**src/sv/jdq_pkg.sv**
```systemverilog
// ----------------------------------------------------------------------------
// Joystick direction quantizer package
// Shared constants, direction and register codes, and the CORDIC angle table.
// ----------------------------------------------------------------------------
package jdq_pkg;

  localparam int PRESCALE = 8;
  localparam int ZW       = 30;
  localparam int NW       = 30;
  localparam int QW       = 16;
  localparam int DVW      = 29;

  localparam logic [2:0] DIR_FREE  = 3'd0;
  localparam logic [2:0] DIR_UP    = 3'd1;
  localparam logic [2:0] DIR_RIGHT = 3'd2;
  localparam logic [2:0] DIR_DOWN  = 3'd3;
  localparam logic [2:0] DIR_LEFT  = 3'd4;

  localparam logic [1:0] REG_DEADZONE = 2'd0;
  localparam logic [1:0] REG_SNAP     = 2'd1;
  localparam logic [1:0] REG_INTERVAL = 2'd2;

  localparam logic [11:0] DEADZONE_RESET = 12'd50;
  localparam logic [5:0]  SNAP_RESET     = 6'd8;
  localparam logic [15:0] INTERVAL_RESET = 16'd500;

  localparam logic signed [ZW-1:0] Z_HALF_TURN = 30'sd180000000;
  localparam logic signed [NW:0]   N_OFFSET    = 31'sd270005000;
  localparam logic [NW-1:0]        N_WRAP      = 30'd360005000;
  localparam logic [NW-1:0]        FULL_TURN   = 30'd360000000;
  localparam logic [DVW-1:0]       DIV_TOP     = 29'd327680000;
  localparam logic [QW-1:0]        ANGLE_FULL  = 16'd36000;

  localparam logic [16:0] CD_FULL  = 17'd36000;
  localparam logic [16:0] CD_RIGHT = 17'd9000;
  localparam logic [16:0] CD_DOWN  = 17'd18000;
  localparam logic [16:0] CD_LEFT  = 17'd27000;

  function automatic logic [ZW-1:0] atan_udeg(input logic [4:0] idx);
    logic [ZW-1:0] v;
    unique case (idx)
      5'd0:    v = 30'd45000000;
      5'd1:    v = 30'd26565051;
      5'd2:    v = 30'd14036243;
      5'd3:    v = 30'd7125016;
      5'd4:    v = 30'd3576334;
      5'd5:    v = 30'd1789911;
      5'd6:    v = 30'd895174;
      5'd7:    v = 30'd447614;
      5'd8:    v = 30'd223811;
      5'd9:    v = 30'd111906;
      5'd10:   v = 30'd55953;
      5'd11:   v = 30'd27976;
      5'd12:   v = 30'd13988;
      5'd13:   v = 30'd6994;
      5'd14:   v = 30'd3497;
      5'd15:   v = 30'd1749;
      5'd16:   v = 30'd874;
      5'd17:   v = 30'd437;
      5'd18:   v = 30'd219;
      5'd19:   v = 30'd109;
      5'd20:   v = 30'd55;
      5'd21:   v = 30'd27;
      5'd22:   v = 30'd14;
      5'd23:   v = 30'd7;
      default: v = '0;
    endcase
    return v;
  endfunction

endpackage

```
**src/sv/jdq_if.sv**
```systemverilog
// ----------------------------------------------------------------------------
// Joystick direction quantizer channels
// Valid/ready channels for input samples and for quantized results.
// ----------------------------------------------------------------------------
interface jdq_in_if #(parameter int SAMPLE_BITS = 12);
  logic                   valid;
  logic                   ready;
  logic [SAMPLE_BITS-1:0] x_sample;
  logic [SAMPLE_BITS-1:0] y_sample;
  logic                   button_level;
  logic [31:0]            time_ms;

  modport source (output valid, x_sample, y_sample, button_level, time_ms, input ready);
  modport sink (input valid, x_sample, y_sample, button_level, time_ms, output ready);
endinterface

interface jdq_out_if;
  logic        valid;
  logic        ready;
  logic        is_centred;
  logic [2:0]  direction;
  logic [15:0] angle_centideg;
  logic        send_now;

  modport source (output valid, is_centred, direction, angle_centideg, send_now, input ready);
  modport sink (input valid, is_centred, direction, angle_centideg, send_now, output ready);
endinterface

```
**src/sv/joystick_direction_quantizer.sv**
```systemverilog
// ----------------------------------------------------------------------------
// Joystick direction quantizer
// Deadzone test, CORDIC angle, cardinal snap and rate-limited change report.
// ----------------------------------------------------------------------------
// An accepted sample gets the deadzone test; an off-centre one then passes
// the one-step-per-cycle CORDIC and the bit-serial divide by 10000 that
// rounds to centidegrees, and a centred one goes straight to the result.
// The next sample is taken only after the result is loaded, and loading
// waits while an earlier result is held and not taken. Reset restores the
// register defaults, mid-scale centre and send history and empties the result.
module joystick_direction_quantizer #(
  parameter int SAMPLE_BITS  = 12,
  parameter int CORDIC_STEPS = 16
) (
  input  logic        clk,
  input  logic        rst,
  jdq_in_if.sink      sample,
  jdq_out_if.source   result,
  input  logic        psel,
  input  logic        penable,
  input  logic        pwrite,
  input  logic [3:0]  paddr,
  input  logic [31:0] pwdata,
  output logic [31:0] prdata,
  output logic        pready
);

  localparam int DW = SAMPLE_BITS + 1;
  localparam int MW = (SAMPLE_BITS > 12) ? SAMPLE_BITS : 12;
  localparam logic [SAMPLE_BITS-1:0] CENTRE_RESET = SAMPLE_BITS'(((1 << SAMPLE_BITS) - 1) / 2);

  localparam logic [2:0] S_IDLE = 3'd0;
  localparam logic [2:0] S_PREP = 3'd1;
  localparam logic [2:0] S_CORD = 3'd2;
  localparam logic [2:0] S_DIV  = 3'd3;
  localparam logic [2:0] S_FIN  = 3'd4;

  logic [2:0] state;
  logic [11:0] deadzone;
  logic [5:0] snap_deg;
  logic [15:0] interval;
  logic [SAMPLE_BITS-1:0] centre_x;
  logic [SAMPLE_BITS-1:0] centre_y;
  logic prev_button;
  logic [31:0] last_send_time;
  logic [15:0] last_sent_angle;
  logic sent_valid;
  logic [SAMPLE_BITS-1:0] x_s;
  logic [SAMPLE_BITS-1:0] y_s;
  logic [31:0] t_s;
  logic centred;

  logic out_valid;
  logic out_centred;
  logic [2:0] out_dir;
  logic [15:0] out_angle;
  logic out_send;

  logic signed [DW-1:0] dx;
  logic signed [DW-1:0] dy;
  logic [DW-1:0] mag_x;
  logic [DW-1:0] mag_y;
  logic centred_now;
  logic cordic_start;
  logic cordic_done;
  logic signed [jdq_pkg::ZW-1:0] z;
  logic div_done;
  logic [15:0] raw_angle;
  logic [15:0] snap_angle;
  logic [2:0] snap_dir;
  logic [31:0] elapsed;
  logic cfg_write;
  logic fin_load;
  logic due;

  assign dx = $signed({1'b0, centre_x}) - $signed({1'b0, x_s});
  assign dy = $signed({1'b0, centre_y}) - $signed({1'b0, y_s});
  assign mag_x = dx[DW-1] ? DW'(-dx) : DW'(dx);
  assign mag_y = dy[DW-1] ? DW'(-dy) : DW'(dy);
  assign centred_now = (MW'(mag_x[SAMPLE_BITS-1:0]) <= MW'(deadzone))
                    && (MW'(mag_y[SAMPLE_BITS-1:0]) <= MW'(deadzone));
  assign cordic_start = (state == S_PREP) && !centred_now;

  jdq_cordic #(
    .SAMPLE_BITS (SAMPLE_BITS),
    .CORDIC_STEPS(CORDIC_STEPS)
  ) u_cordic (
    .clk  (clk),
    .rst  (rst),
    .start(cordic_start),
    .dx   (dx),
    .dy   (dy),
    .done (cordic_done),
    .z    (z)
  );

  jdq_cdiv u_cdiv (
    .clk  (clk),
    .rst  (rst),
    .start(cordic_done),
    .z    (z),
    .done (div_done),
    .angle(raw_angle)
  );

  jdq_snap u_snap (
    .angle_in (raw_angle),
    .snap_deg (snap_deg),
    .angle_out(snap_angle),
    .dir      (snap_dir)
  );

  assign elapsed   = t_s - last_send_time;
  assign due       = elapsed >= 32'(interval);
  assign fin_load  = (state == S_FIN) && (!out_valid || result.ready);
  assign cfg_write = psel && penable && pwrite;

  assign sample.ready          = (state == S_IDLE);
  assign result.valid          = out_valid;
  assign result.is_centred     = out_centred;
  assign result.direction      = out_dir;
  assign result.angle_centideg = out_angle;
  assign result.send_now       = out_send;
  assign pready                = 1'b1;

  always_comb begin
    unique case (paddr[3:2])
      jdq_pkg::REG_DEADZONE: prdata = 32'(deadzone);
      jdq_pkg::REG_SNAP:     prdata = 32'(snap_deg);
      jdq_pkg::REG_INTERVAL: prdata = 32'(interval);
      default:               prdata = '0;
    endcase
  end

  always_ff @(posedge clk) begin
    if (rst) begin
      deadzone <= jdq_pkg::DEADZONE_RESET;
      snap_deg <= jdq_pkg::SNAP_RESET;
      interval <= jdq_pkg::INTERVAL_RESET;
    end else if (cfg_write) begin
      unique case (paddr[3:2])
        jdq_pkg::REG_DEADZONE: deadzone <= pwdata[11:0];
        jdq_pkg::REG_SNAP:     snap_deg <= pwdata[5:0];
        jdq_pkg::REG_INTERVAL: interval <= pwdata[15:0];
        default: ;
      endcase
    end
  end

  always_ff @(posedge clk) begin
    if (rst) begin
      state           <= S_IDLE;
      centre_x        <= CENTRE_RESET;
      centre_y        <= CENTRE_RESET;
      prev_button     <= 1'b0;
      last_send_time  <= '0;
      last_sent_angle <= '0;
      sent_valid      <= 1'b0;
      out_valid       <= 1'b0;
    end else begin
      if (fin_load) begin
        out_valid <= 1'b1;
      end else if (result.ready) begin
        out_valid <= 1'b0;
      end
      unique case (state)
        S_IDLE: begin
          if (sample.valid) begin
            x_s         <= sample.x_sample;
            y_s         <= sample.y_sample;
            t_s         <= sample.time_ms;
            prev_button <= sample.button_level;
            if (sample.button_level && !prev_button) begin
              centre_x <= sample.x_sample;
              centre_y <= sample.y_sample;
            end
            state <= S_PREP;
          end
        end
        S_PREP: begin
          centred <= centred_now;
          state   <= centred_now ? S_FIN : S_CORD;
        end
        S_CORD: begin
          if (cordic_done) begin
            state <= S_DIV;
          end
        end
        S_DIV: begin
          if (div_done) begin
            state <= S_FIN;
          end
        end
        S_FIN: begin
          if (fin_load) begin
            out_centred <= centred;
            state       <= S_IDLE;
            if (centred) begin
              out_dir   <= jdq_pkg::DIR_FREE;
              out_angle <= '0;
              out_send  <= 1'b0;
            end else begin
              out_dir   <= snap_dir;
              out_angle <= snap_angle;
              out_send  <= due && (!sent_valid || snap_angle != last_sent_angle);
              if (due) begin
                last_send_time <= t_s;
                if (!sent_valid || snap_angle != last_sent_angle) begin
                  last_sent_angle <= snap_angle;
                  sent_valid      <= 1'b1;
                end
              end
            end
          end
        end
        default: state <= S_IDLE;
      endcase
    end
  end

  a_accept_starts: assert property (@(posedge clk) disable iff (rst)
    (sample.valid && sample.ready) |=> (state == S_PREP))
    else $error("accepted sample did not start processing");

  a_centred_result: assert property (@(posedge clk) disable iff (rst)
    (result.valid && result.is_centred) |->
      (result.angle_centideg == 16'd0 && result.direction == jdq_pkg::DIR_FREE
       && !result.send_now))
    else $error("centred result carries an angle or a report");

  a_angle_range: assert property (@(posedge clk) disable iff (rst)
    result.valid |-> (result.angle_centideg < jdq_pkg::ANGLE_FULL))
    else $error("angle out of range");

  a_single_unit_busy: assert property (@(posedge clk) disable iff (rst)
    cordic_done |-> (state == S_CORD))
    else $error("CORDIC finished outside its phase");

endmodule

```
**src/sv/jdq_cordic.sv**
```systemverilog
// ----------------------------------------------------------------------------
// Iterative CORDIC vectoring unit
// One rotation step per cycle; accumulates the angle in microdegrees.
// ----------------------------------------------------------------------------
module jdq_cordic #(
  parameter int SAMPLE_BITS  = 12,
  parameter int CORDIC_STEPS = 16
) (
  input  logic                                clk,
  input  logic                                rst,
  input  logic                                start,
  input  logic signed [SAMPLE_BITS:0]         dx,
  input  logic signed [SAMPLE_BITS:0]         dy,
  output logic                                done,
  output logic signed [jdq_pkg::ZW-1:0]       z
);

  localparam int XW = SAMPLE_BITS + jdq_pkg::PRESCALE + 3;
  localparam int CW = $clog2(CORDIC_STEPS);

  logic signed [XW-1:0] x;
  logic signed [XW-1:0] y;
  logic signed [XW-1:0] x0;
  logic signed [XW-1:0] y0;
  logic signed [XW-1:0] xs;
  logic signed [XW-1:0] ys;
  logic signed [jdq_pkg::ZW-1:0] step_angle;
  logic [CW-1:0] cnt;
  logic busy;

  assign x0 = XW'(dx) <<< jdq_pkg::PRESCALE;
  assign y0 = XW'(dy) <<< jdq_pkg::PRESCALE;
  assign xs = x >>> cnt;
  assign ys = y >>> cnt;
  assign step_angle = $signed(jdq_pkg::atan_udeg(5'(cnt)));

  always_ff @(posedge clk) begin
    if (rst) begin
      busy <= 1'b0;
      done <= 1'b0;
      cnt  <= '0;
    end else begin
      done <= 1'b0;
      if (start) begin
        busy <= 1'b1;
        cnt  <= '0;
        if (dx[SAMPLE_BITS]) begin
          x <= -x0;
          y <= -y0;
          z <= jdq_pkg::Z_HALF_TURN;
        end else begin
          x <= x0;
          y <= y0;
          z <= '0;
        end
      end else if (busy) begin
        if (!y[XW-1]) begin
          x <= x + ys;
          y <= y - xs;
          z <= z + step_angle;
        end else begin
          x <= x - ys;
          y <= y + xs;
          z <= z - step_angle;
        end
        if (cnt == CW'(CORDIC_STEPS - 1)) begin
          busy <= 1'b0;
          done <= 1'b1;
        end else begin
          cnt <= cnt + 1'b1;
        end
      end
    end
  end

endmodule

```
**src/sv/jdq_cdiv.sv**
```systemverilog
// ----------------------------------------------------------------------------
// Angle rotation and centidegree rounding
// Turns the angle so that up is zero and divides by 10000 one bit per cycle.
// ----------------------------------------------------------------------------
module jdq_cdiv (
  input  logic                          clk,
  input  logic                          rst,
  input  logic                          start,
  input  logic signed [jdq_pkg::ZW-1:0] z,
  output logic                          done,
  output logic [jdq_pkg::QW-1:0]        angle
);

  localparam logic [1:0] P_IDLE = 2'd0;
  localparam logic [1:0] P_RED  = 2'd1;
  localparam logic [1:0] P_DIV  = 2'd2;

  logic [1:0] phase;
  logic [3:0] cnt;
  logic [jdq_pkg::NW-1:0] rem;
  logic [jdq_pkg::DVW-1:0] dvs;
  logic [jdq_pkg::QW-1:0] q;
  logic signed [jdq_pkg::NW:0] sum;
  logic fits;

  assign sum   = (jdq_pkg::NW + 1)'(z) + jdq_pkg::N_OFFSET;
  assign fits  = rem >= jdq_pkg::NW'(dvs);
  assign angle = (q >= jdq_pkg::ANGLE_FULL) ? q - jdq_pkg::ANGLE_FULL : q;

  always_ff @(posedge clk) begin
    if (rst) begin
      phase <= P_IDLE;
      done  <= 1'b0;
      cnt   <= '0;
    end else begin
      done <= 1'b0;
      unique case (phase)
        P_IDLE: begin
          if (start) begin
            rem   <= sum[jdq_pkg::NW-1:0];
            phase <= P_RED;
          end
        end
        P_RED: begin
          if (rem >= jdq_pkg::N_WRAP) begin
            rem <= rem - jdq_pkg::FULL_TURN;
          end
          dvs   <= jdq_pkg::DIV_TOP;
          q     <= '0;
          cnt   <= '0;
          phase <= P_DIV;
        end
        P_DIV: begin
          if (fits) begin
            rem <= rem - jdq_pkg::NW'(dvs);
          end
          q   <= {q[jdq_pkg::QW-2:0], fits};
          dvs <= dvs >> 1;
          cnt <= cnt + 1'b1;
          if (cnt == 4'd15) begin
            phase <= P_IDLE;
            done  <= 1'b1;
          end
        end
        default: phase <= P_IDLE;
      endcase
    end
  end

endmodule

```
**src/sv/jdq_snap.sv**
```systemverilog
// ----------------------------------------------------------------------------
// Cardinal snap
// Snaps an angle lying strictly within the window of a cardinal onto it.
// ----------------------------------------------------------------------------
module jdq_snap (
  input  logic [15:0] angle_in,
  input  logic [5:0]  snap_deg,
  output logic [15:0] angle_out,
  output logic [2:0]  dir
);

  logic [16:0] a;
  logic [16:0] w;

  assign a = 17'(angle_in);
  assign w = 17'(snap_deg) * 17'd100;

  always_comb begin
    priority if (a > jdq_pkg::CD_FULL - w || a < w) begin
      angle_out = '0;
      dir       = jdq_pkg::DIR_UP;
    end else if (a > jdq_pkg::CD_RIGHT - w && a < jdq_pkg::CD_RIGHT + w) begin
      angle_out = 16'(jdq_pkg::CD_RIGHT);
      dir       = jdq_pkg::DIR_RIGHT;
    end else if (a > jdq_pkg::CD_DOWN - w && a < jdq_pkg::CD_DOWN + w) begin
      angle_out = 16'(jdq_pkg::CD_DOWN);
      dir       = jdq_pkg::DIR_DOWN;
    end else if (a > jdq_pkg::CD_LEFT - w && a < jdq_pkg::CD_LEFT + w) begin
      angle_out = 16'(jdq_pkg::CD_LEFT);
      dir       = jdq_pkg::DIR_LEFT;
    end else begin
      angle_out = angle_in;
      dir       = jdq_pkg::DIR_FREE;
    end
  end

endmodule

```
**src/flat_wrapper.sv**
```systemverilog
// flat-port wrapper written by rule: the top's interface ports become plain ports
module joystick_direction_quantizer_flat 
#(
  parameter int SAMPLE_BITS  = 12,
  parameter int CORDIC_STEPS = 16
)
  (clk, rst, psel, penable, pwrite, paddr, pwdata, prdata, pready, sample_valid, sample_x_sample, sample_y_sample, sample_button_level, sample_time_ms, sample_ready, result_valid, result_is_centred, result_direction, result_angle_centideg, result_send_now, result_ready);
  jdq_in_if #(.SAMPLE_BITS(SAMPLE_BITS)) sample_i ();
  jdq_out_if result_i ();
  input  logic clk;
  input  logic rst;
  input  logic psel;
  input  logic penable;
  input  logic pwrite;
  input  logic [3:0] paddr;
  input  logic [31:0] pwdata;
  output logic [31:0] prdata;
  output logic pready;
  input wire logic [$bits(sample_i.valid)-1:0] sample_valid;
  input wire logic [$bits(sample_i.x_sample)-1:0] sample_x_sample;
  input wire logic [$bits(sample_i.y_sample)-1:0] sample_y_sample;
  input wire logic [$bits(sample_i.button_level)-1:0] sample_button_level;
  input wire logic [$bits(sample_i.time_ms)-1:0] sample_time_ms;
  output wire logic [$bits(sample_i.ready)-1:0] sample_ready;
  output wire logic [$bits(result_i.valid)-1:0] result_valid;
  output wire logic [$bits(result_i.is_centred)-1:0] result_is_centred;
  output wire logic [$bits(result_i.direction)-1:0] result_direction;
  output wire logic [$bits(result_i.angle_centideg)-1:0] result_angle_centideg;
  output wire logic [$bits(result_i.send_now)-1:0] result_send_now;
  input wire logic [$bits(result_i.ready)-1:0] result_ready;
  assign sample_i.valid = sample_valid;
  assign sample_i.x_sample = sample_x_sample;
  assign sample_i.y_sample = sample_y_sample;
  assign sample_i.button_level = sample_button_level;
  assign sample_i.time_ms = sample_time_ms;
  assign sample_ready = sample_i.ready;
  assign result_valid = result_i.valid;
  assign result_is_centred = result_i.is_centred;
  assign result_direction = result_i.direction;
  assign result_angle_centideg = result_i.angle_centideg;
  assign result_send_now = result_i.send_now;
  assign result_i.ready = result_ready;
  joystick_direction_quantizer #(.SAMPLE_BITS(SAMPLE_BITS), .CORDIC_STEPS(CORDIC_STEPS)) u_core (.clk(clk), .rst(rst), .sample(sample_i), .result(result_i), .psel(psel), .penable(penable), .pwrite(pwrite), .paddr(paddr), .pwdata(pwdata), .prdata(prdata), .pready(pready));
endmodule
```
**config.mk**
```make
export PLATFORM = sky130hd
export DESIGN_NAME = joystick_direction_quantizer_flat
export DESIGN_NICKNAME = d
export VERILOG_FILES = /design/src/sv/jdq_pkg.sv /design/src/sv/jdq_if.sv /design/src/sv/joystick_direction_quantizer.sv /design/src/sv/jdq_cordic.sv /design/src/sv/jdq_cdiv.sv /design/src/sv/jdq_snap.sv /design/src/flat_wrapper.sv
export SDC_FILE = /design/constraint.sdc
export NUM_CORES = 1
export LEC_CHECK = 0
export BUFFER_PORTS_ARGS = -buffer_cell sky130_fd_sc_hd__buf_2
export CAP_MARGIN = 30
export CORE_UTILIZATION = 43
export CTS_CLUSTER_DIAMETER = 30
export DETAILED_ROUTE_END_ITERATION = 10
export PLACE_DENSITY = 0.6
export REMOVE_ABC_BUFFERS = 1
export SYNTH_ARGS = -nofsm -noshare
export SYNTH_HDL_FRONTEND = slang
export SYNTH_SLANG_ARGS = --single-unit
```
**constraint.sdc**
```tcl
create_clock -name clk -period 9.9 [get_ports clk]
set_input_delay 1.98 -clock clk [delete_from_list [all_inputs] [get_ports clk]]
set_output_delay 1.98 -clock clk [all_outputs]
set_load 0.005 [all_outputs]
```
# Word-level counts from Yosys, hierarchy flattened
# Memories as Yosys holds them, arrays and structs flattened. A register that Yosys moved wholly into a read port is not among the register bits.
# Index checks and enable logic that the tools add are counted.
[totals] elab_cells=195 latch_bits=0 mem_bits_ro=416 memories=1 ff_bits=354 output_inout_bits=56 in_bits=100 ramBits=0
[memory_table] memory="(no name shown)" depth=16 width=26 read_ports=1 rd_clocked_by_memory_dff=1 write_ports=0 line_no="jdq_pkg.sv:41" text="unique case (idx)"
[classes] n_lt_le_gt_ge=14 multipliers=1 reduce_logical=45 add_sub_neg=26 bitwise=5 n_eq_ne=19 shift=2 muxes=49 div=0
[op_table] operator="2-to-1 mux 23 bit" count=8
[op_table] operator="2-to-1 mux 30 bit" count=6
[op_table] operator="one-hot mux 30 bit (3 select lines)" count=1
[op_table] operator="2-to-1 mux 16 bit" count=5
[op_table] operator="> comparator 16 x 17 -> 1 bit" count=4
[op_table] operator="one-hot mux 29 bit (2 select lines)" count=1
[op_table] operator="one-hot mux 16 bit (3 select lines)" count=1
[op_table] operator="adder 23 bit" count=2
[op_table] operator="negator 21 -> 23 bit" count=2
[op_table] operator=">>> shifter 23 x 4 -> 23 bit" count=2
[op_table] operator="subtractor 23 bit" count=2
[op_table] operator="adder 15 x 13 -> 16 bit (first input constant)" count=2
[op_table] operator=">= comparator 32 x 16 -> 1 bit" count=1
[op_table] operator="less-than comparator 16 bit" count=2
[op_table] operator="one-hot mux 16 bit (2 select lines)" count=1
[op_table] operator="subtractor 15 x 13 -> 16 bit (first input constant)" count=2
[op_table] operator="subtractor 32 bit" count=1
[op_table] operator="adder 30 bit" count=1
[op_table] operator="adder 30 bit (second input constant)" count=1
[op_table] operator=">= comparator 30 x 29 -> 1 bit" count=1
[op_table] operator=">= comparator 30 x 29 -> 1 bit (second input constant)" count=1
[op_table] operator="subtractor 30 x 29 -> 30 bit" count=1
[op_table] operator="subtractor 30 x 29 -> 30 bit (second input constant)" count=1
[op_table] operator="subtractor 30 bit" count=1
[op_table] operator="other kinds (45)" count=111

# Logic depth before layout (Yosys ltp)
[depth] ltp_word=11 ltp_mapped=32 depth_no_buf=31

# By module
# From an unflattened synthesis, not the netlist that was laid out.
[hier_totals] cells_unflattened=3970 hier_area_um2=34511.8
[by_module_without_submodules] mod="jdq_cordic" cells_per_inst=1420 area_per_inst_um2=12258.0 n_inst=1
[by_module_without_submodules] mod="joystick_direction_quantizer" cells_per_inst=1325 area_per_inst_um2=11985.2 n_inst=1
[by_module_without_submodules] mod="jdq_cdiv" cells_per_inst=725 area_per_inst_um2=6387.4 n_inst=1
[by_module_without_submodules] mod="jdq_snap" cells_per_inst=500 area_per_inst_um2=3881.2 n_inst=1

# Worst setup path after synthesis
# Ideal clock, no wire load.
[synth_path] path_type="reg2reg" start="reg u_core.centre_x[0]" end="reg u_core.u_cordic.x[0] (enable)" period_less_slack_ns=8.951 required_time_ns=9.390 setup_slack_ns=0.949 path_buffers=4 setup_ns=0.510 path_stages_with_launch=30 t_arrival_ns=8.440 path_cell_list="dfxtp_1 inv_1 ha_1 inv_1 fa_1 a21o_1 a21oi_1 o21ai_0 a21oi_1 o21bai_1 a21oi_1 o21bai_1 a211o_1 clkbuf_1 a21oi_1 clkbuf_1 mux2_2 ha_1 nor2b_1 o21ai_0 nand2b_1 a21oi_1 o21ai_0 a221oi_1 o22ai_1 and2_0 clkbuf_1 buf_1 nor2_1 nor2_1"
[synth_between] elab_chain_len=9
[synth_lines] item="start: declaration" line_no="joystick_direction_quantizer.sv:42" text="logic [SAMPLE_BITS-1:0] centre_x;"
[synth_lines] item="start signal: assignment" line_no="joystick_direction_quantizer.sv:174" text="centre_x <= sample.x_sample;"
[synth_lines] item="subtractor 12 x 12 -> 13 bit (*)" line_no="joystick_direction_quantizer.sv:76" text="assign dx = $signed({1'b0, centre_x}) - $signed({1'b0, x_s});"
[synth_lines] item="negator 12 bit" line_no="joystick_direction_quantizer.sv:78" text="assign mag_x = dx[DW-1] ? DW'(-dx) : DW'(dx);"
[synth_lines] item="2-to-1 mux 12 bit (*)" line_no="joystick_direction_quantizer.sv:78"
[synth_lines] item="<= comparator 12 bit (*)" line_no="joystick_direction_quantizer.sv:80" text="assign centred_now = (MW'(mag_x[SAMPLE_BITS-1:0]) <= MW'(deadzone))"
[synth_lines] item="logical AND 1 bit (*)" line_no="joystick_direction_quantizer.sv:81" text="&& (MW'(mag_y[SAMPLE_BITS-1:0]) <= MW'(deadzone));"
[synth_lines] item="zero test 1 bit (*)" line_no="joystick_direction_quantizer.sv:82" text="assign cordic_start = (state == S_PREP) && !centred_now;"
[synth_lines] item="logical AND 1 bit (*)" line_no="joystick_direction_quantizer.sv:82"
[synth_lines] item="nonzero test 2 bit (no line) (*)"
[synth_lines] item="AND reduction 2 bit (no line) (*)"
[synth_lines] item="end signal: assignment" line_no="jdq_cordic.sv:48" text="x <= -x0;"
[synth_lines] item="end signal: assignment" line_no="jdq_cordic.sv:58" text="x <= x + ys;"
[synth_lines] item="end signal: assignment" line_no="jdq_cordic.sv:62" text="x <= x - ys;"
[synth_lines] item="end: declaration" line_no="jdq_cordic.sv:21" text="logic signed [XW-1:0] x;"
# Every way passes the cells marked *; elsewhere a longest branch is shown, timed or not.
# A chain may end at the register's enable or synchronous reset.

# Final worst setup path
[layout_path] start="reg u_core.snap_deg[1]" end="reg u_core.last_sent_angle[7]"
[layout_between] elab_chain_len=11 word_cells_on_any_way=27 classes_between="add/sub (7); mul (1); order compare (8); eq/ne (1); mux (4); reduce/logical (6)"
[layout_lines] item="start: declaration" line_no="joystick_direction_quantizer.sv:40" text="logic [5:0] snap_deg;"
[layout_lines] item="start signal: assignment" line_no="joystick_direction_quantizer.sv:138" text="snap_deg <= jdq_pkg::SNAP_RESET;"
[layout_lines] item="start signal: assignment" line_no="joystick_direction_quantizer.sv:143" text="jdq_pkg::REG_SNAP: snap_deg <= pwdata[5:0];"
[layout_lines] item="multiplier 6 x 5 -> 11 bit (*)" line_no="jdq_snap.sv:16" text="assign w = 17'(snap_deg) * 17'd100;"
[layout_lines] item="subtractor 15 x 13 -> 16 bit / adder 15 x 13 -> 16 bit (equally long branches)" line_no="jdq_snap.sv:28" text="end else if (a > jdq_pkg::CD_LEFT - w && a < jdq_pkg::CD_LEFT + w) begin"
[layout_lines] item="> comparator 16 x 17 -> 1 bit / less-than comparator 16 bit (equally long branches)" line_no="jdq_snap.sv:28"
[layout_lines] item="logical AND 1 bit" line_no="jdq_snap.sv:28"
[layout_lines] item="2-to-1 mux 16 bit" line_no="jdq_snap.sv:28"
[layout_lines] item="2-to-1 mux 16 bit" line_no="jdq_snap.sv:25" text="end else if (a > jdq_pkg::CD_DOWN - w && a < jdq_pkg::CD_DOWN + w) begin"
[layout_lines] item="2-to-1 mux 16 bit" line_no="jdq_snap.sv:22" text="end else if (a > jdq_pkg::CD_RIGHT - w && a < jdq_pkg::CD_RIGHT + w) begin"
[layout_lines] item="2-to-1 mux 16 bit (*)" line_no="jdq_snap.sv:19" text="priority if (a > jdq_pkg::CD_FULL - w || a < w) begin"
[layout_lines] item="inequality test 16 bit" line_no="joystick_direction_quantizer.sv:208" text="if (!sent_valid || snap_angle != last_sent_angle) begin"
[layout_lines] item="logical OR 1 bit" line_no="joystick_direction_quantizer.sv:208"
[layout_lines] item="AND reduction 5 bit (no line)"
[layout_lines] item="end signal: assignment" line_no="joystick_direction_quantizer.sv:209" text="last_sent_angle <= snap_angle;"
[layout_lines] item="end: declaration" line_no="joystick_direction_quantizer.sv:46" text="logic [15:0] last_sent_angle;"
# Marks and branches as above.

==> impl_metrics.prom <==
# TYPE chip_impl_metric gauge
chip_impl_metric{name="cts_made_buffers",unit=""} 98
chip_impl_info{name="worst_r2r_startpoint",value="u_core.snap_deg[1]"} 1
chip_impl_info{name="final_cell_mix",value="sky130_fd_sc_hd__nor2_1 (403), sky130_fd_sc_hd__ha_1 (343), sky130_fd_sc_hd__a21oi_1 (291), sky130_fd_sc_hd__nand2_1 (272), sky130_fd_sc_hd__edfxtp_1 (229)"} 1
chip_impl_metric{name="slew_headroom",unit="%"} 31.6
chip_impl_info{name="run_status",value="finished clean"} 1
chip_impl_metric{name="grtUsageTotal",unit="%"} 21.8
chip_impl_metric{name="post_cts_resized",unit=""} 0
chip_impl_info{name="yosys.area.top_type",value="sky130_fd_sc_hd__edfxtp_1"} 1
chip_impl_metric{name="cts.clk_slew.worst_paths",unit="ns"} 0.04
chip_impl_metric{name="post_placement_worst_setup_slack",unit="ns"} 1.41
chip_impl_metric{name="reg2reg_slack",unit="ns"} 1.36
chip_impl_metric{name="finalSetupViolCount",unit=""} 0
chip_impl_metric{name="postSynth.asyncResetShare",unit="%"} 0
chip_impl_metric{name="gr-total-overflow",unit=""} 0
chip_impl_metric{name="synth_enable_flop_cells",unit=""} 229
chip_impl_metric{name="start_util",unit="%"} 43.4
chip_impl_info{name="crit_type",value="flop to flop"} 1
chip_impl_metric{name="met2_usage",unit="%"} 34.8
chip_impl_metric{name="ys.warnings.count",unit=""} 0
chip_impl_info{name="timing.hold.worst.start",value="u_core.centre_y[11]"} 1
chip_impl_metric{name="cp_data_arrival_time",unit="ns"} 9.07
chip_impl_metric{name="wirelength",unit="um"} 83100
chip_impl_info{name="busiest_layer_in_global_routing",value="met2"} 1
chip_impl_metric{name="die_area",unit="um2"} 76100
chip_impl_metric{name="cts_hold_buf",unit=""} 0
chip_impl_metric{name="boundaryPins",unit=""} 156
chip_impl_metric{name="first_iter_violations",unit=""} 1834
chip_impl_metric{name="tritoncts_num_sinks",unit=""} 380
chip_impl_metric{name="dr.pass1.iters",unit=""} 6
chip_impl_metric{name="final_period_minus_worst_setup_slack",unit="ns"} 8.54
chip_impl_metric{name="cts_post_setup_buffers_inserted",unit=""} 0
chip_impl_metric{name="routed_wire_length_per_instance",unit="um"} 17.1
chip_impl_metric{name="vias",unit=""} 26843
chip_impl_metric{name="antenna_violations_before_repair",unit=""} 5
chip_impl_metric{name="areaGrowthSynthToFinish",unit="%"} 16.0
chip_impl_info{name="crit_reg_reg_endpoint",value="u_core.last_sent_angle[7]"} 1
chip_impl_metric{name="grt_pass1_wl",unit="um"} 134000
chip_impl_metric{name="numPortBuffers",unit=""} 120
chip_impl_metric{name="clock_insertion_delay_worst_skew",unit="ns"} 0.65
chip_impl_info{name="unrepaired_setup_endpoints_after_global_routing",value="false"} 1
chip_impl_info{name="buffer_cell_driving_the_clock_tree_root",value="sky130_fd_sc_hd__clkbuf_16"} 1
chip_impl_metric{name="remaining_number_of_nets_flagged_by_the_antenna_check_after_routing",unit=""} 0
chip_impl_metric{name="hold_ws",unit="ns"} 0.454
chip_impl_metric{name="yosys.cell_types.count",unit=""} 89
chip_impl_metric{name="max_slew.worst_pin.slew",unit="ns"} 1.01
chip_impl_metric{name="yosys.area.top_type_share",unit="%"} 21.3
chip_impl_metric{name="die_y_extent",unit="um"} 276
chip_impl_metric{name="gp_routability_congestion",unit=""} 0.923
chip_impl_metric{name="netlist_area",unit="um2"} 32300
chip_impl_info{name="yosys-top-cells-area",value="sky130_fd_sc_hd__edfxtp_1 (21%), sky130_fd_sc_hd__ha_1 (13%), sky130_fd_sc_hd__dfxtp_1 (9.4%), sky130_fd_sc_hd__xnor2_1 (5.8%), sky130_fd_sc_hd__nor2_1 (4.7%)"} 1
chip_impl_metric{name="seq_area_frac_synth",unit="%"} 30.7
chip_impl_metric{name="leakage",unit="uW"} 0.0153
chip_impl_metric{name="clock_path_buffers",unit=""} 3
chip_impl_metric{name="final_util",unit="%"} 50.3
chip_impl_metric{name="timing_max_transition_violations_final",unit=""} 0
chip_impl_info{name="tritoncts",value="done"} 1
chip_impl_metric{name="filler_cell_count",unit=""} 7125
chip_impl_info{name="synthFlopType",value="sky130_fd_sc_hd__edfxtp_1"} 1
chip_impl_metric{name="timing.clock.skew",unit="ns"} 0.0606
chip_impl_info{name="whs_endpoint",value="u_core.centre_y[11]"} 1
chip_impl_metric{name="report.power.total",unit="uW"} 10400
chip_impl_metric{name="postSynthCellCount",unit=""} 3678
chip_impl_metric{name="grt_max_degree",unit=""} 63
chip_impl_metric{name="worst-endpoint-required",unit="ns"} 10.43
chip_impl_metric{name="rows",unit=""} 100
chip_impl_metric{name="synth_seq_cells",unit=""} 380
chip_impl_metric{name="fin_setup_tns",unit="ns"} 0
chip_impl_metric{name="layout.nets",unit=""} 4254
chip_impl_metric{name="met3_usage",unit="%"} 2.90
chip_impl_metric{name="layout_setup_ws",unit="ns"} 1.36
chip_impl_metric{name="cts.htree.levels",unit=""} 3
chip_impl_metric{name="drt-vias-per-instance",unit=""} 5.52
chip_impl_metric{name="powerDensity",unit="nW/um2"} 277
chip_impl_metric{name="worstPathMaxFanout",unit=""} 17
chip_impl_metric{name="vdd.ir_drop.worst",unit="mV"} 0.157
chip_impl_metric{name="worst-r2r-cell-count",unit=""} 27
chip_impl_metric{name="final-hold-violation-count",unit=""} 0
chip_impl_metric{name="grt_pass1_vias",unit=""} 25343
chip_impl_metric{name="detailedPlacementHpwl",unit="um"} 61600
chip_impl_metric{name="hold-path-cell-count",unit=""} 2
chip_impl_metric{name="placeableCoreArea",unit="um2"} 74300
chip_impl_metric{name="die-width",unit="um"} 276
chip_impl_info{name="timing.critical_path.to_type",value="flop"} 1
chip_impl_metric{name="grt_use_met1",unit="%"} 30.5
chip_impl_metric{name="timing.final.crit_share",unit="%"} 86.2
chip_impl_info{name="hold_path_class",value="flop to flop"} 1
chip_impl_info{name="mostFrequentLayoutCell",value="sky130_fd_sc_hd__nor2_1"} 1
chip_impl_metric{name="drive_above_1_share",unit="%"} 11.7
chip_impl_metric{name="remaining_drc_errors",unit=""} 0
chip_impl_metric{name="maxCapViolations",unit=""} 0
chip_impl_metric{name="post_synthesis_average_cell_area",unit="um2"} 8.77
chip_impl_metric{name="clock.fmax",unit="MHz"} 117
chip_impl_info{name="critical_path.startpoint_type",value="flop"} 1
[through the flow]
stage	std cells	area, um2
2_1_floorplan	3536	31600
3_3_place_gp	4668	33800
3_5_place_dp	4671	33900
4_1_cts	4856	37400
5_1_grt	4858	37400
6_report	4859	37400
[power by group]
part | internal [uW] | switching, uW | total [uW]
Sequential | 2130 | 231 | 2360
Combinational | 2050 | 2600 | 4650
Clock | 2310 | 1050 | 3360
Total | 6480 | 3880 | 10400
[cell type report]
cell class                      count  area [um2]  share of cell area, %
Inverter                          227         852                   2.28
Multi-Input combinational cell   2929       20900                   56.0
Antenna cell                        3        7.51                 0.0201
Timing Repair Buffer              166         950                   2.54
Sequential cell                   380        9900                   26.5
Clock buffer                      116        2660                   7.10
Clock inverter                     69         880                   2.35
Tap cell                          969        1210                   3.24
[routing by layer]
layer | wire (um) | share of wire (%)
met3 | 3610 | 4.3
met5 | 0 | 0
met1 | 40500 | 49
met2 | 37000 | 45
met4 | 2000 | 2.4
[worst max-delay path by stage]
stage / from / to / slack, ns / depth (start not counted)
6_report: u_core.snap_deg[1] / u_core.last_sent_angle[7] / 1.36 / 27
5_1_grt: u_core.snap_deg[1] / u_core.last_sent_angle[7] / 0.88 / 27
4_1_cts: u_core.snap_deg[1] / u_core.last_sent_angle[7] / 1.41 / 27
3_5_place_dp: u_core.snap_deg[1] / u_core.last_sent_angle[5] / 1.41 / 27
3_3_place_gp: u_core.snap_deg[1] / u_core.last_sent_angle[5] / 1.53 / 27
2_1_floorplan: u_core.centre_x[0] / u_core.u_cordic.x[0] / 0.09 / 25
[state kept, by name, summed over array words and instances, names as in the netlist, 3 cells and up]
| register | count |
|---|---|
| u_core.u_cdiv.rem | 30 |
| u_core.u_cordic.x | 23 |
| u_core.centre_y | 12 |
| u_core.y_s | 12 |
| u_core.centre_x | 12 |
| u_core.last_sent_angle | 16 |
| u_core.u_cdiv.q | 16 |
| u_core.u_cdiv.dvs | 29 |
| u_core.deadzone | 12 |
| u_core.result.direction | 3 |
| u_core.result.angle_centideg | 16 |
| u_core.u_cordic.step_angle | 26 |
| u_core.x_s | 12 |
| u_core.u_cordic.z | 30 |
| u_core.t_s | 32 |
| u_core.snap_deg | 6 |
| u_core.u_cordic.cnt | 4 |
| u_core.interval | 16 |
| u_core.last_send_time | 32 |
| u_core.u_cordic.y | 23 |
| u_core.state | 3 |
| u_core.u_cdiv.cnt | 4 |
[worst max-delay path, stage by stage, from the launching register on]
cell,delay [ns]
sky130_fd_sc_hd__dfxtp_1,0.58
sky130_fd_sc_hd__inv_1,0.20
sky130_fd_sc_hd__ha_1,0.40
sky130_fd_sc_hd__ha_1,0.33
sky130_fd_sc_hd__ha_1,0.32
sky130_fd_sc_hd__ha_1,0.30
sky130_fd_sc_hd__a21o_1,0.17
sky130_fd_sc_hd__a21oi_1,0.22
sky130_fd_sc_hd__o21bai_1,0.09
sky130_fd_sc_hd__a21oi_1,0.17
sky130_fd_sc_hd__xnor2_1,0.14
sky130_fd_sc_hd__buf_4,0.21
sky130_fd_sc_hd__inv_1,0.17
sky130_fd_sc_hd__buf_4,0.21
sky130_fd_sc_hd__o21ai_0,0.29
sky130_fd_sc_hd__inv_1,0.09
sky130_fd_sc_hd__ha_1,0.28
sky130_fd_sc_hd__nand3_1,0.08
sky130_fd_sc_hd__nor3_1,0.25
sky130_fd_sc_hd__nand3_1,0.12
sky130_fd_sc_hd__a21oi_1,0.75
sky130_fd_sc_hd__nand4_1,0.64
sky130_fd_sc_hd__or2_2,0.49
sky130_fd_sc_hd__a221o_1,0.32
sky130_fd_sc_hd__nor4_1,0.75
sky130_fd_sc_hd__nand2b_1,0.19
sky130_fd_sc_hd__buf_4,0.27
sky130_fd_sc_hd__mux2_2,0.37
[cell usage after synthesis (88+ instances only)]
cell type / count
sky130_fd_sc_hd__dfxtp_1: 151
sky130_fd_sc_hd__a21oi_1: 291
sky130_fd_sc_hd__xnor2_1: 213
sky130_fd_sc_hd__clkbuf_1: 102
sky130_fd_sc_hd__inv_1: 219
sky130_fd_sc_hd__ha_1: 344
sky130_fd_sc_hd__edfxtp_1: 229
sky130_fd_sc_hd__xor2_1: 119
sky130_fd_sc_hd__nand2_1: 272
sky130_fd_sc_hd__nor3_1: 90
sky130_fd_sc_hd__mux2i_1: 88
sky130_fd_sc_hd__o21ai_0: 183
sky130_fd_sc_hd__nor2_1: 406
[cell families (layout without fill, tap and decap cells)]
family	after synthesis	count (layout)	synth area share (%)
compound gates	895	895	17.5
xor+xnor	332	332	9.01
fa+ha+maj	352	352	13.8
buf+inv	384	578	4.77
flops	380	380	30.7
mux	162	162	6.88
other cells	2	20	0.0233
simple gates	1171	1171	17.3
(Power assumes the default switching activity.)
